File: config.mk
export PLATFORM = sky130hd
export DESIGN_NAME = expansion_bus_cd_port
export DESIGN_NICKNAME = d
export VERILOG_FILES = /design/src/rtl/core/ebcd_pkg.sv /design/src/rtl/core/ebcd_engine.sv /design/src/rtl/core/expansion_bus_cd_port.sv
export SDC_FILE = /design/constraint.sdc
export NUM_CORES = 1
export LEC_CHECK = 0
export BUFFER_PORTS_ARGS = -buffer_cell sky130_fd_sc_hd__buf_2
export CAP_MARGIN = 20
export CORE_MARGIN = 1
export CORE_UTILIZATION = 45
export CTS_CLUSTER_SIZE = 25
export DETAILED_ROUTE_END_ITERATION = 10
export SYNTH_ARGS = -nofsm -noshare
export SYNTH_HDL_FRONTEND = slang
export SYNTH_SLANG_ARGS = --single-unit
File: constraint.sdc
create_clock -name clock -period 5.8 [get_ports clock]
set_clock_uncertainty 0.2 [all_clocks]
set_input_delay 0.58 -clock clock [delete_from_list [all_inputs] [get_ports clock]]
set_output_delay 0.58 -clock clock [all_outputs]
set_load 0.03 [all_outputs]
File: src/rtl/core/ebcd_pkg.sv
// ----------------------------------------------------------------------------
// ebcd_pkg: shared definitions for the expansion bus port
// Action codes, drive constants and the result record passed to the output.
// ----------------------------------------------------------------------------
package ebcd_pkg;

   localparam int STATUS_DEPTH = 12;

   localparam logic [2:0] COMMAND_LENGTH   = 3'd7;
   localparam logic [3:0] STATUS_REPLY_LEN = 4'd12;

   localparam logic [2:0] ACT_SELECT       = 3'd0;
   localparam logic [2:0] ACT_CMD_WRITE    = 3'd1;
   localparam logic [2:0] ACT_DATA_WRITE   = 3'd2;
   localparam logic [2:0] ACT_POLL_WRITE   = 3'd3;
   localparam logic [2:0] ACT_STATUS_READ  = 3'd4;
   localparam logic [2:0] ACT_DATA_READ    = 3'd5;
   localparam logic [2:0] ACT_POLL_READ    = 3'd6;

   localparam logic [3:0] DRIVE_SELECT     = 4'hF;
   localparam logic [7:0] CMD_GET_STATUS   = 8'h83;
   localparam logic [7:0] STATUS_FILL      = 8'h01;
   localparam logic [7:0] POLL_RESET       = 8'h0F;
   localparam logic [7:0] POLL_EMPTY       = 8'h30;
   localparam logic [7:0] LOW_NIBBLE       = 8'h0F;
   localparam logic [7:0] READY_STATUS     = 8'h10;
   localparam logic [7:0] READY_DATA       = 8'h20;
   localparam logic [7:0] MASK_STATUS      = 8'h01;
   localparam logic [7:0] MASK_DATA        = 8'h02;

   typedef struct packed {
      logic [7:0] read_value;
      logic       fiq_raised;
   } result_type;

endpackage

File: src/rtl/core/ebcd_engine.sv
// ----------------------------------------------------------------------------
// ebcd_engine: drive state and access decode
// Holds select, poll register, command buffer and status FIFO; works out the
// result of one transaction in the cycle it is accepted.
// ----------------------------------------------------------------------------
module ebcd_engine (
   input  logic                clock,
   input  logic                reset,
   input  logic                accept,
   input  logic [2:0]          action,
   input  logic [7:0]          value,
   output ebcd_pkg::result_type result
);

   logic [3:0] sel_low_ff,  sel_low_in;
   logic       sel_top_ff,  sel_top_in;
   logic [7:0] poll_ff,     poll_in;
   logic [2:0] cmd_cnt_ff,  cmd_cnt_in;
   logic [3:0] stat_cnt_ff, stat_cnt_in;
   // only the opcode byte of the command buffer is ever decoded
   logic [7:0] cmd_op_ff,   cmd_op_in;
   logic [7:0] fifo_ff [ebcd_pkg::STATUS_DEPTH];
   logic [7:0] fifo_in [ebcd_pkg::STATUS_DEPTH];

   logic       drive;
   logic [2:0] cnt_inc;
   logic [7:0] opcode;
   logic [3:0] stat_dec;

   assign drive    = (sel_low_ff == ebcd_pkg::DRIVE_SELECT);
   assign cnt_inc  = cmd_cnt_ff + 3'd1;
   assign opcode   = (cmd_cnt_ff == 3'd0) ? value : cmd_op_ff;
   assign stat_dec = stat_cnt_ff - 4'd1;

   always_comb begin
      sel_low_in  = sel_low_ff;
      sel_top_in  = sel_top_ff;
      poll_in     = poll_ff;
      cmd_cnt_in  = cmd_cnt_ff;
      stat_cnt_in = stat_cnt_ff;
      cmd_op_in   = cmd_op_ff;
      fifo_in     = fifo_ff;
      result      = '0;
      case (action)
         ebcd_pkg::ACT_SELECT: begin
            sel_low_in = value[3:0];
            sel_top_in = value[7];
         end
         ebcd_pkg::ACT_CMD_WRITE: begin
            if (drive) begin
               if (cmd_cnt_ff == 3'd0) begin
                  cmd_op_in = value;
               end
               cmd_cnt_in = cnt_inc;
               if (cnt_inc == ebcd_pkg::COMMAND_LENGTH) begin
                  cmd_cnt_in = 3'd0;
                  if (opcode == ebcd_pkg::CMD_GET_STATUS) begin
                     for (int k = 0; k < ebcd_pkg::STATUS_DEPTH; k++) begin
                        if (k == 0) begin
                           fifo_in[k] = ebcd_pkg::CMD_GET_STATUS;
                        end else if (k < int'(ebcd_pkg::STATUS_REPLY_LEN)) begin
                           fifo_in[k] = ebcd_pkg::STATUS_FILL;
                        end
                     end
                     stat_cnt_in = ebcd_pkg::STATUS_REPLY_LEN;
                     poll_in     = poll_ff | ebcd_pkg::READY_STATUS;
                  end
                  result.fiq_raised =
                     (|(poll_in & ebcd_pkg::READY_STATUS) &&
                      |(poll_in & ebcd_pkg::MASK_STATUS)) ||
                     (|(poll_in & ebcd_pkg::READY_DATA) &&
                      |(poll_in & ebcd_pkg::MASK_DATA));
               end
            end
         end
         ebcd_pkg::ACT_POLL_WRITE: begin
            if (drive) begin
               poll_in = {poll_ff[7:4], value[3:0]};
            end
         end
         ebcd_pkg::ACT_STATUS_READ: begin
            if (drive && stat_cnt_ff != 4'd0) begin
               result.read_value = fifo_ff[0];
               stat_cnt_in       = stat_dec;
               for (int k = 0; k < ebcd_pkg::STATUS_DEPTH - 1; k++) begin
                  fifo_in[k] = fifo_ff[k+1];
               end
               if (stat_dec == 4'd0) begin
                  poll_in = poll_ff & ~ebcd_pkg::READY_STATUS;
               end
            end
         end
         ebcd_pkg::ACT_POLL_READ: begin
            result.read_value = drive ? poll_ff : ebcd_pkg::POLL_EMPTY;
            if (sel_top_ff) begin
               result.read_value = result.read_value & ebcd_pkg::LOW_NIBBLE;
            end
         end
         default: begin
            // data port and unused code: no device behind them
         end
      endcase
   end

   always_ff @(posedge clock) begin
      if (reset) begin
         sel_low_ff  <= 4'd0;
         sel_top_ff  <= 1'b0;
         poll_ff     <= ebcd_pkg::POLL_RESET;
         cmd_cnt_ff  <= 3'd0;
         stat_cnt_ff <= 4'd0;
      end else if (accept) begin
         sel_low_ff  <= sel_low_in;
         sel_top_ff  <= sel_top_in;
         poll_ff     <= poll_in;
         cmd_cnt_ff  <= cmd_cnt_in;
         stat_cnt_ff <= stat_cnt_in;
      end
   end

   always_ff @(posedge clock) begin
      if (accept) begin
         cmd_op_ff <= cmd_op_in;
         fifo_ff   <= fifo_in;
      end
   end

endmodule

File: src/rtl/core/expansion_bus_cd_port.sv
// ----------------------------------------------------------------------------
// expansion_bus_cd_port: expansion bus port with built-in drive at select 15
// Byte accesses for select, command, poll and status; one result per access.
// ----------------------------------------------------------------------------
//  channel  | direction | ports                               | handshake
//  req      | in        | req_action, req_value               | req_valid / req_stall
//  rsp      | out       | rsp_read_value, rsp_fiq_raised      | rsp_valid / rsp_stall
//
//  One transaction per cycle while req_stall is low; the result is registered after acceptance.
//  State is updated in the accept cycle, so back-to-back accesses see it.
//  A stalled result is held in the output register and the next result is
//  parked in a skid register; req_stall rises only when both are full.
//  Synchronous reset clears control state; the poll register resets to 0x0F.
// ----------------------------------------------------------------------------
module expansion_bus_cd_port (
   input  logic       clock,
   input  logic       reset,
   input  logic       req_valid,
   output logic       req_stall,
   input  logic [2:0] req_action,
   input  logic [7:0] req_value,
   output logic       rsp_valid,
   input  logic       rsp_stall,
   output logic [7:0] rsp_read_value,
   output logic       rsp_fiq_raised
);

   logic                 accept;
   logic                 take;
   ebcd_pkg::result_type result;
   ebcd_pkg::result_type out_ff;
   ebcd_pkg::result_type skid_ff;
   logic                 out_valid_ff;
   logic                 skid_valid_ff;

   assign req_stall = skid_valid_ff;
   assign accept    = req_valid && !skid_valid_ff;
   assign take      = out_valid_ff && !rsp_stall;

   ebcd_engine u_engine (
      .clock  (clock),
      .reset  (reset),
      .accept (accept),
      .action (req_action),
      .value  (req_value),
      .result (result)
   );

   always_ff @(posedge clock) begin
      if (reset) begin
         out_valid_ff  <= 1'b0;
         skid_valid_ff <= 1'b0;
      end else if (!out_valid_ff || take) begin
         out_valid_ff  <= skid_valid_ff || accept;
         skid_valid_ff <= 1'b0;
      end else if (accept) begin
         skid_valid_ff <= 1'b1;
      end
   end

   always_ff @(posedge clock) begin
      if (!out_valid_ff || take) begin
         out_ff <= skid_valid_ff ? skid_ff : result;
      end else if (accept) begin
         skid_ff <= result;
      end
   end

   assign rsp_valid      = out_valid_ff;
   assign rsp_read_value = out_ff.read_value;
   assign rsp_fiq_raised = out_ff.fiq_raised;

endmodule

==> impl_metrics.yaml, run 1 <==
final_layout:
  drive_gt1_share_pct: 24.4
  fin_area_sq_um: 2430
  syn2layout_area_growth_pct: 11.8
  n_antenna_cell: 0
  nets: 236
min_path:
  min_path_type: "reg -> reg"
  min_delay_path_depth: 2
  min_to: "u_engine.cmd_cnt_ff[0]"
  hp-start: "u_engine.cmd_cnt_ff[0]"
worst_setup_path:
  rrSetupSlack_ns: 3.55
  cp-end-kind: "register"
  r2r-start: "u_engine.cmd_cnt_ff[0]"
  crit_path_max_fanout: 10
  rr_worst_depth: 6
  crit_required_ns: 5.61
  start_kind: "register"
  worstSetupPathType: "reg -> reg"
  worst_ep_arrival_time_ns: 2.06
  r2r-end: "u_engine.fifo_ff[89]"
logic_synthesis:
  synth.most_common_cell: "edfxtp_1"
  synth-edff-count: 25
  yosys.area_share.simple_pct: 20.3
  ys_top_cells_by_area: "edfxtp_1 34%, dfxtp_1 17%, mux2_2 6.7%"
  synth_area_sq_um: 2180
  synthAdderAreaFrac_pct: 2.87
  postSynth.asyncResetShare_pct: 0
  synth_seq_area_share_pct: 52.0
  synthFlopType: "edfxtp_1"
  synth_compound_area_share_pct: 11.7
  yosysTopAreaCellShare_pct: 34.5
  yosys-mux-area-fraction_pct: 9.48
  synth.avg_cell_area_sq_um: 11.2
  ys_types: 52
  synth_commonest_cells: "25 x edfxtp_1, 19 x dfxtp_1, 17 x nor2_1, 13 x mux2_2, 10 x nand2_1"
  ys_seq_elements: 44
  synth_fp_nets: 214
  synth-xor-area-share_pct: 0.402
  yosys_warnings: 0
  yosysTopAreaCell: "edfxtp_1"
  synth_top_family_by_area: "simple AND/OR/NAND/NOR gates"
  synth_cells: 194
sta:
  period_share_pct: 38.8
  slew_violations: 0
  layout_setup_ws_ns: 3.55
  setup_violations: 0
  post-route-min-period_ns: 2.25
  worst_pin_slew_ns: 0.767
  tns_ns: 0
  fmax_mhz: 444
  rsz0062_at_grt: "no"
  max_slew_margin_pct: 48.4
  hold_violations: 0
place:
  dp_hpwl_microns: 3120
  gp_congestion: 0.903
  post-place-ws_ns: 3.36
  port_buffers: 24
  placed_area_sq_um: 2320
drt:
  drt_iter0_markers: 70
  wl_per_cell_microns: 16.4
  dr_total_vias: 1600
  wl_microns: 4410
  drc: 0
  vias_per_cell: 5.95
  ant_nets: 0
  firstDrtPassIters: 4
global_routing:
  antenna_found_initial: 0
  globalRouteMet1Util_pct: 24.1
  grt_max_degree: 23
  busiest_layer: "met2"
  grt_pass1_vias: 1529
  grt.met3_usage_pct: 4.78
  grt_pass1_wl_microns: 7380
  grt_use_met2_pct: 32.0
  grt.total_usage_pct: 19.0
  grt-ovfl-total: 0
floorplanning:
  ios: 26
  rows: 24
  die_width_microns: 71.6
  dieArea_sq_um: 5120
  initial_core_util_pct: 48.3
  die_h_microns: 71.6
  core_area_sq_um: 4500
clocking:
  cts_tree: "yes"
  cts_setup_buffers: 0
  clockBufferDepth: 2
  clkSlewWorstSetupHoldPaths_ns: 0.08
  htreeDepth: 2
  ctsHoldBuffers: 0
  cts_root_buffer: "clkbuf_8"
  post_cts_resized: 0
  numCtsBuffers: 5
  cts.sinks: 44
  clock_latency_ns: 0.30
run:
  max_cap_violations: 0
power_and_ir_drop:
  powerDensity_nw_per_um2: 263
  p_leak_uw: 0.000904
  vdd_drop_max_mv: 0.0929
outcome:
  status: "complete, no violations"
metal layers:
metal	part of all wire (%)	wire length (microns)	vias up
met5	0	0	-
met4	1.3	59	0
met3	4.0	178	6
met2	48	2130	50
met1	46	2050	771
li1	-	-	773
cells in the final DEF (no fill, tap or decap), types with 2 or more instances in the layout:
cell type  netlist  routed
a211o_1          6       6
a211oi_1         2       2
a21oi_1          8       8
and3_1           4       4
and4_1           2       2
and4b_1          2       2
buf_2            2      24
clkbuf_8         0       5
dfxtp_1         19      19
edfxtp_1        25      25
ha_1             5       5
inv_1            6       6
mux2_2          13      13
mux2i_1          6       6
nand2_1         10      10
nand2b_1         2       2
nand3_1          4       4
nand3b_1         3       3
nand4_1          2       2
nor2_1          17      17
nor2b_1          6       6
nor3_1           7       7
nor3b_1          2       2
nor4_1           2       2
o21ai_0          2       2
o31ai_1          5       5
o41ai_1          2       2
metrics by stage:
stage | power, uW | utilization, % | cells | hold slack, ns
floorplan | 389 | - | 194 | 0.261
detailed placement | 408 | 51.6 | 261 | 0.306
global placement | 406 | 51.6 | 261 | 0.275
finish | 639 | 54.0 | 269 | 0.319
global route | 664 | 54.0 | 269 | 0.338
CTS | 641 | 54.0 | 269 | 0.317
kinds of logic after synthesis:
kind of cell | after synthesis
AND/OR/NAND/NOR | 74
flip-flops | 44
AO/OA/AOI/OAI | 34
multiplexers | 19
buffers and inverters | 16
adder cells (fa/ha/maj) | 5
other | 1
XOR/XNOR | 1
area by class of cell:
type                       count  area (sq um)
clock buffer                   5          68.8
clock inverter                 3          42.5
fill                         397          2070
inverter                       7          26.3
multi-input combinational    134           980
sequential                    44          1130
tap                           52          65.1
timing repair buffer          24           120
state kept, by name, summed over array words and instances (netlist names):
signal	count
u_engine.cmd_op_ff	8
rsp_valid	1
u_engine.cmd_cnt_ff	3
rsp_read_value	7
u_engine.fifo_ff	1
u_engine.poll_ff	5
skid_ff	8
rsp_fiq_raised	1
u_engine.sel_low_ff	4
u_engine.sel_top_ff	1
u_engine.stat_cnt_ff	4
req_stall	1
report_power, final:
part           total, uW  switching (uW)  internal [uW]
logic               60.6            39.2           21.4
registers            340            3.90            337
clock network        238             110            128
worst max path at each step:
stage                                       from              endpoint  slack (ns)  depth (start not counted)
after floorplan                     req_value[3]  u_engine.fifo_ff[89]        3.65                          4
after global placement              req_value[3]  u_engine.fifo_ff[89]        3.41                          5
after detailed placement            req_value[3]  u_engine.fifo_ff[89]        3.36                          5
after CTS                 u_engine.cmd_cnt_ff[0]  u_engine.fifo_ff[89]        3.55                          6
after global routing      u_engine.cmd_cnt_ff[0]  u_engine.fifo_ff[89]        3.35                          6
final                     u_engine.cmd_cnt_ff[0]  u_engine.fifo_ff[89]        3.55                          6
worst max-delay path, cell delays in order, from the launching register on:
cell and delay [ns]:
dfxtp_1 0.40, inv_1 0.08, ha_1 0.20, nand2b_1 0.37
and3_1 0.35, o21ai_1 0.16, a21oi_1 0.21
No activity file was read; power rests on OpenSTA's default activity.
==> run 2: changes to the inputs <==
- clock period: 5.8 -> 2.25 ns (I/O delays scaled with it)
==> run 2 against run 1 <==
Effect of this change: first-iteration DRC count fell by 20%; sequential cell count did not move; critical path depth did not move; non-clock buffer count rose by 10; global-route usage fell by 0.20 points.
==> impl_metrics.yaml, run 2 (synthesis results as in run 1) <==
outcome:
  status: "complete, no violations"
clocking:
  cts_setup_buffers: 0
  cts.sinks: 44
  clkSlewWorstSetupHoldPaths_ns: 0.08
  htreeDepth: 2
  cts_root_buffer: "clkbuf_8"
  clock_latency_ns: 0.29
  cts_tree: "yes"
  numCtsBuffers: 5
  clockBufferDepth: 2
floorplanning:
  die_width_microns: 71.6
  core_area_sq_um: 4500
  rows: 24
  dieArea_sq_um: 5120
  ios: 26
  initial_core_util_pct: 48.3
  die_h_microns: 71.6
place:
  placed_cells: 269
  port_buffers: 24
  dp_hpwl_microns: 3390
  gp_congestion: 0.849
  post-place-ws_ns: 0.112
final_layout:
  layout_commonest_cell: "edfxtp_1"
  nets: 246
  n_antenna_cell: 0
  syn2layout_area_growth_pct: 15.2
  drive_gt1_share_pct: 27.0
  layout_common_cells: "25 x edfxtp_1, 24 x buf_2, 19 x dfxtp_1"
  fin_cells: 278
worst_setup_path:
  crit_required_ns: 2.10
  critPathSlowestCell: "or3b_1"
  start_kind: "register"
  crit_path_max_fanout: 7
  path_buf_inv: 1
  cp-end-kind: "register"
  crit_family: "simple AND/OR/NAND/NOR gates"
  rrSetupSlack_ns: 0.11
  worstSetupPathType: "reg -> reg"
  worst_ep_arrival_time_ns: 1.98
  cpPeakStageDelay_ns: 0.42
  crit_chain: "inv_1, ha_2, or3b_1, nand3_1, a21oi_1, mux2_2"
global_routing:
  antenna_found_initial: 0
  grt_max_degree: 23
  grt.total_usage_pct: 18.8
  grt-ovfl-total: 0
  grt_pass1_vias: 1560
  grt_pass1_wl_microns: 7410
power_and_ir_drop:
  intPower_uw: 1250
  switching_share_pct: 22.7
  powerDensity_nw_per_um2: 647
  seq_power_share_pct: 54.0
  clkPwrFrac_pct: 35.8
  p_sw_uw: 368
  p_leak_uw: 0.000948
  p_comb_share_pct: 10.2
  vdd_drop_max_mv: 0.262
drt:
  wl_per_cell_microns: 16.3
  firstDrtPassIters: 4
  dr_total_vias: 1578
  ant_nets: 0
  vias_per_cell: 5.68
  drt_iter0_markers: 56
  wl_microns: 4530
  drc: 0
sta:
  tns_ns: 0
  layout_setup_ws_ns: 0.113
  fmax_mhz: 468
  slew_violations: 0
  rsz0062_at_grt: "no"
  setup_violations: 0
  period_share_pct: 95.0
  hold_violations: 0
  post-route-min-period_ns: 2.14
min_path:
  min_path_type: "in -> reg"
run:
  max_cap_violations: 0
run 2: cell type report:
type                    count  area (sq um)
multi-input cells         134           982
flip-flops and latches     44          1130
fillers                   410          2000
repair buffers             34           200
clock inverters             1          30.0
well taps                  52          65.1
clock buffers               6          72.6
inverters                   7          26.3
run 2: worst reg2reg max path: stages, from the launching register on:
cell and delay (ns):
dfxtp_1 0.33, inv_1 0.15, ha_2 0.27, or3b_1 0.42, nand3_1 0.15, a21oi_1 0.10, mux2_2 0.27
run 2: path summary, 6_finish.rpt:
kind / start / to / cells past startpoint
worst max-delay path: u_engine.stat_cnt_ff[1] / rsp_read_value[1] / 6
worst min register to register: u_engine.cmd_cnt_ff[0] / u_engine.cmd_cnt_ff[0] / 2
worst min-delay path: req_value[2] / u_engine.poll_ff[2] / 2
worst max register to register: u_engine.stat_cnt_ff[1] / rsp_read_value[1] / 6
run 2: timing repair:
action / CTS / global route
hold buffers: 1 / 1
hold endpoints to repair: 1 / 1
setup endpoints to repair: 0 / 2
gates resized for setup: 0 / 1
run 2: stage by stage:
step	cell area (sq um)	utilization (%)	total power, uW	hold slack (ns)
after floorplan	2180	-	1000	0.143
after global routing	2510	55.7	1690	0.00652
final	2510	55.7	1620	0.0191
after detailed placement	2380	52.9	1050	0.295
after global placement	2380	52.9	1050	0.274
after CTS	2490	55.4	1640	0.00270
run 2: per-layer routing:
metal	wire length (microns)	up-vias	part of all wire [%]	global-route usage, %
met5	0	-	0	0
met4	23	0	0.51	4.79
met3	126	4	2.8	4.78
met2	2240	31	50	32.1
met1	2140	752	47	24.0
li1	-	791	-	-
run 2: power groups by stage:
stage | registers (uW) | clock network (uW) | logic [uW]
finish | 875 | 581 | 166
global route | 879 | 633 | 180
global placement | 894 | 0 | 156
floorplan | 917 | 0 | 84.5
detailed placement | 894 | 0 | 160
CTS | 876 | 605 | 162
==> run 3: changes to the inputs <==
- clock period: 2.25 -> 2.27 ns (I/O delays scaled with it)
==> run 3 against run 2 <==
Effect of this change: hold slack better by 0.0080 ns; critical path depth is 1 lower; register-to-register slack hardly changed; final area is 0.15% lower; clock power is 0.9% lower; fmax is 0.75% lower; largest power group unchanged.
==> impl_metrics.yaml, run 3 (synthesis results as in run 1) <==
power_and_ir_drop:
  p_leak_uw: 0.000948
  vdd_drop_max_mv: 0.358
  powerDensity_nw_per_um2: 641
  finalPower_uw: 1610
final_layout:
  layout_common_cells: "25 x edfxtp_1, 24 x buf_2, 19 x dfxtp_1"
  nets: 245
  drive_gt1_share_pct: 27.0
  filler_cell_count: 390
  n_antenna_cell: 0
  syn2layout_area_growth_pct: 15.0
  layout_commonest_cell: "edfxtp_1"
global_routing:
  grt_pass1_vias: 1526
  antenna_found_initial: 0
  grt_max_degree: 23
  grt-ovfl-total: 0
  grt_pass1_wl_microns: 7190
  grt.total_usage_pct: 18.2
worst_setup_path:
  critPathLaunch: "u_engine.stat_cnt_ff[0]"
  cpPeakStageDelay_ns: 0.52
  r2r-end: "u_engine.poll_ff[4]"
  r2r-start: "u_engine.stat_cnt_ff[0]"
  crit_chain: "inv_1, ha_1, o41ai_1, a311oi_1, a2111oi_2"
  rrSetupSlack_ns: 0.12
  cp-end-kind: "register"
  rr_worst_depth: 5
  crit_family: "compound AO/OA/AOI/OAI gates"
  worstSetupPathDepth: 5
  critPathSlowestCell: "o41ai_1"
  crit_required_ns: 2.25
  start_kind: "register"
  worstSetupPathType: "reg -> reg"
  worst_ep_arrival_time_ns: 2.14
  path_buf_inv: 1
  crit_path_max_fanout: 7
  setup.worst_path.end: "u_engine.poll_ff[4]"
drt:
  top_layer: "met4"
  drc: 0
  ant_nets: 0
  firstDrtPassIters: 4
  drt_iter0_markers: 96
  wl_met2_microns: 2180
  wl_met3_microns: 166
  vias_per_cell: 5.86
  wl_per_cell_microns: 15.8
  dr_total_vias: 1628
  wl_microns: 4390
  wl_met1_microns: 1970
sta:
  fmax_mhz: 464
  hold_violations: 0
  post-route-min-period_ns: 2.15
  slew_violations: 0
  period_share_pct: 94.9
  setup_violations: 0
  layout_setup_ws_ns: 0.117
floorplanning:
  initial_core_util_pct: 48.3
  dieArea_sq_um: 5120
  rows: 24
  ios: 26
  die_width_microns: 71.6
  core_area_sq_um: 4500
  die_h_microns: 71.6
clocking:
  htreeDepth: 2
  numCtsBuffers: 5
  clkSlewWorstSetupHoldPaths_ns: 0.08
  cts_root_buffer: "clkbuf_8"
  clock_latency_ns: 0.29
  cts.sinks: 44
  cts_tree: "yes"
  cts_setup_buffers: 0
  clockBufferDepth: 2
run:
  max_cap_violations: 0
place:
  post-place-ws_ns: 0.139
  port_buffers: 24
  dp_hpwl_microns: 3350
  gp_congestion: 0.859
outcome:
  status: "complete, no violations"
min_path:
  min_path_type: "in -> reg"
[run 3: cell type report]
cell class | count | area (sq um) | area share (%)
Clock buffer | 7 | 76.3 | 3.05
Clock inverter | 1 | 30.0 | 1.20
Inverter | 7 | 26.3 | 1.05
Multi-Input combinational cell | 134 | 985 | 39.3
Sequential cell | 44 | 1130 | 45.2
Tap cell | 52 | 65.1 | 2.60
Timing Repair Buffer | 33 | 190 | 7.60
[run 3: worst min path at each step]
stage,startpoint,endpoint,slack [ns],depth (start not counted)
final,req_value[2],u_engine.poll_ff[2],0.03,2
after global routing,req_value[2],u_engine.poll_ff[2],0.03,2
after CTS,req_value[2],u_engine.poll_ff[2],0.02,2
after detailed placement,u_engine.cmd_cnt_ff[0],u_engine.cmd_cnt_ff[0],0.30,2
after global placement,u_engine.cmd_cnt_ff[0],u_engine.cmd_cnt_ff[0],0.27,2
after floorplan,req_value[2],u_engine.poll_ff[2],0.14,1
[run 3: per-stage QoR]
step / instance area [sq um] / hold WS (ns) / TNS, ns / cells / utilization [%]
3_5_place_dp: 2380 / 0.301 / 0 / 269 / 52.9
2_1_floorplan: 2180 / 0.145 / 0 / 194 / -
6_report: 2500 / 0.0271 / 0 / 278 / 55.6
5_1_grt: 2500 / 0.0284 / -0.00185 / 278 / 55.6
3_3_place_gp: 2380 / 0.274 / 0 / 269 / 52.9
4_1_cts: 2500 / 0.0166 / 0 / 278 / 55.5
[run 3: layer usage]
layer | track usage (%) | vias to the layer above
li1 | - | 792
met1 | 22.4 | 781
met2 | 32.1 | 47
met3 | 4.08 | 8
met4 | 5.66 | 0
met5 | 0 | -
[run 3: timing repair]
action,4_1_cts,5_1_grt
hold buffers,1,0
endpoints found under the hold margin,1,0
resized for setup,0,1
setup endpoints to repair,0,1
[run 3: report_power, final]
group	switching, uW	total [uW]	internal (uW)	leakage, uW
clock	247	576	329	0.0000524
sequential	7.82	868	860	0.000391
combinational	103	162	59.4	0.000505
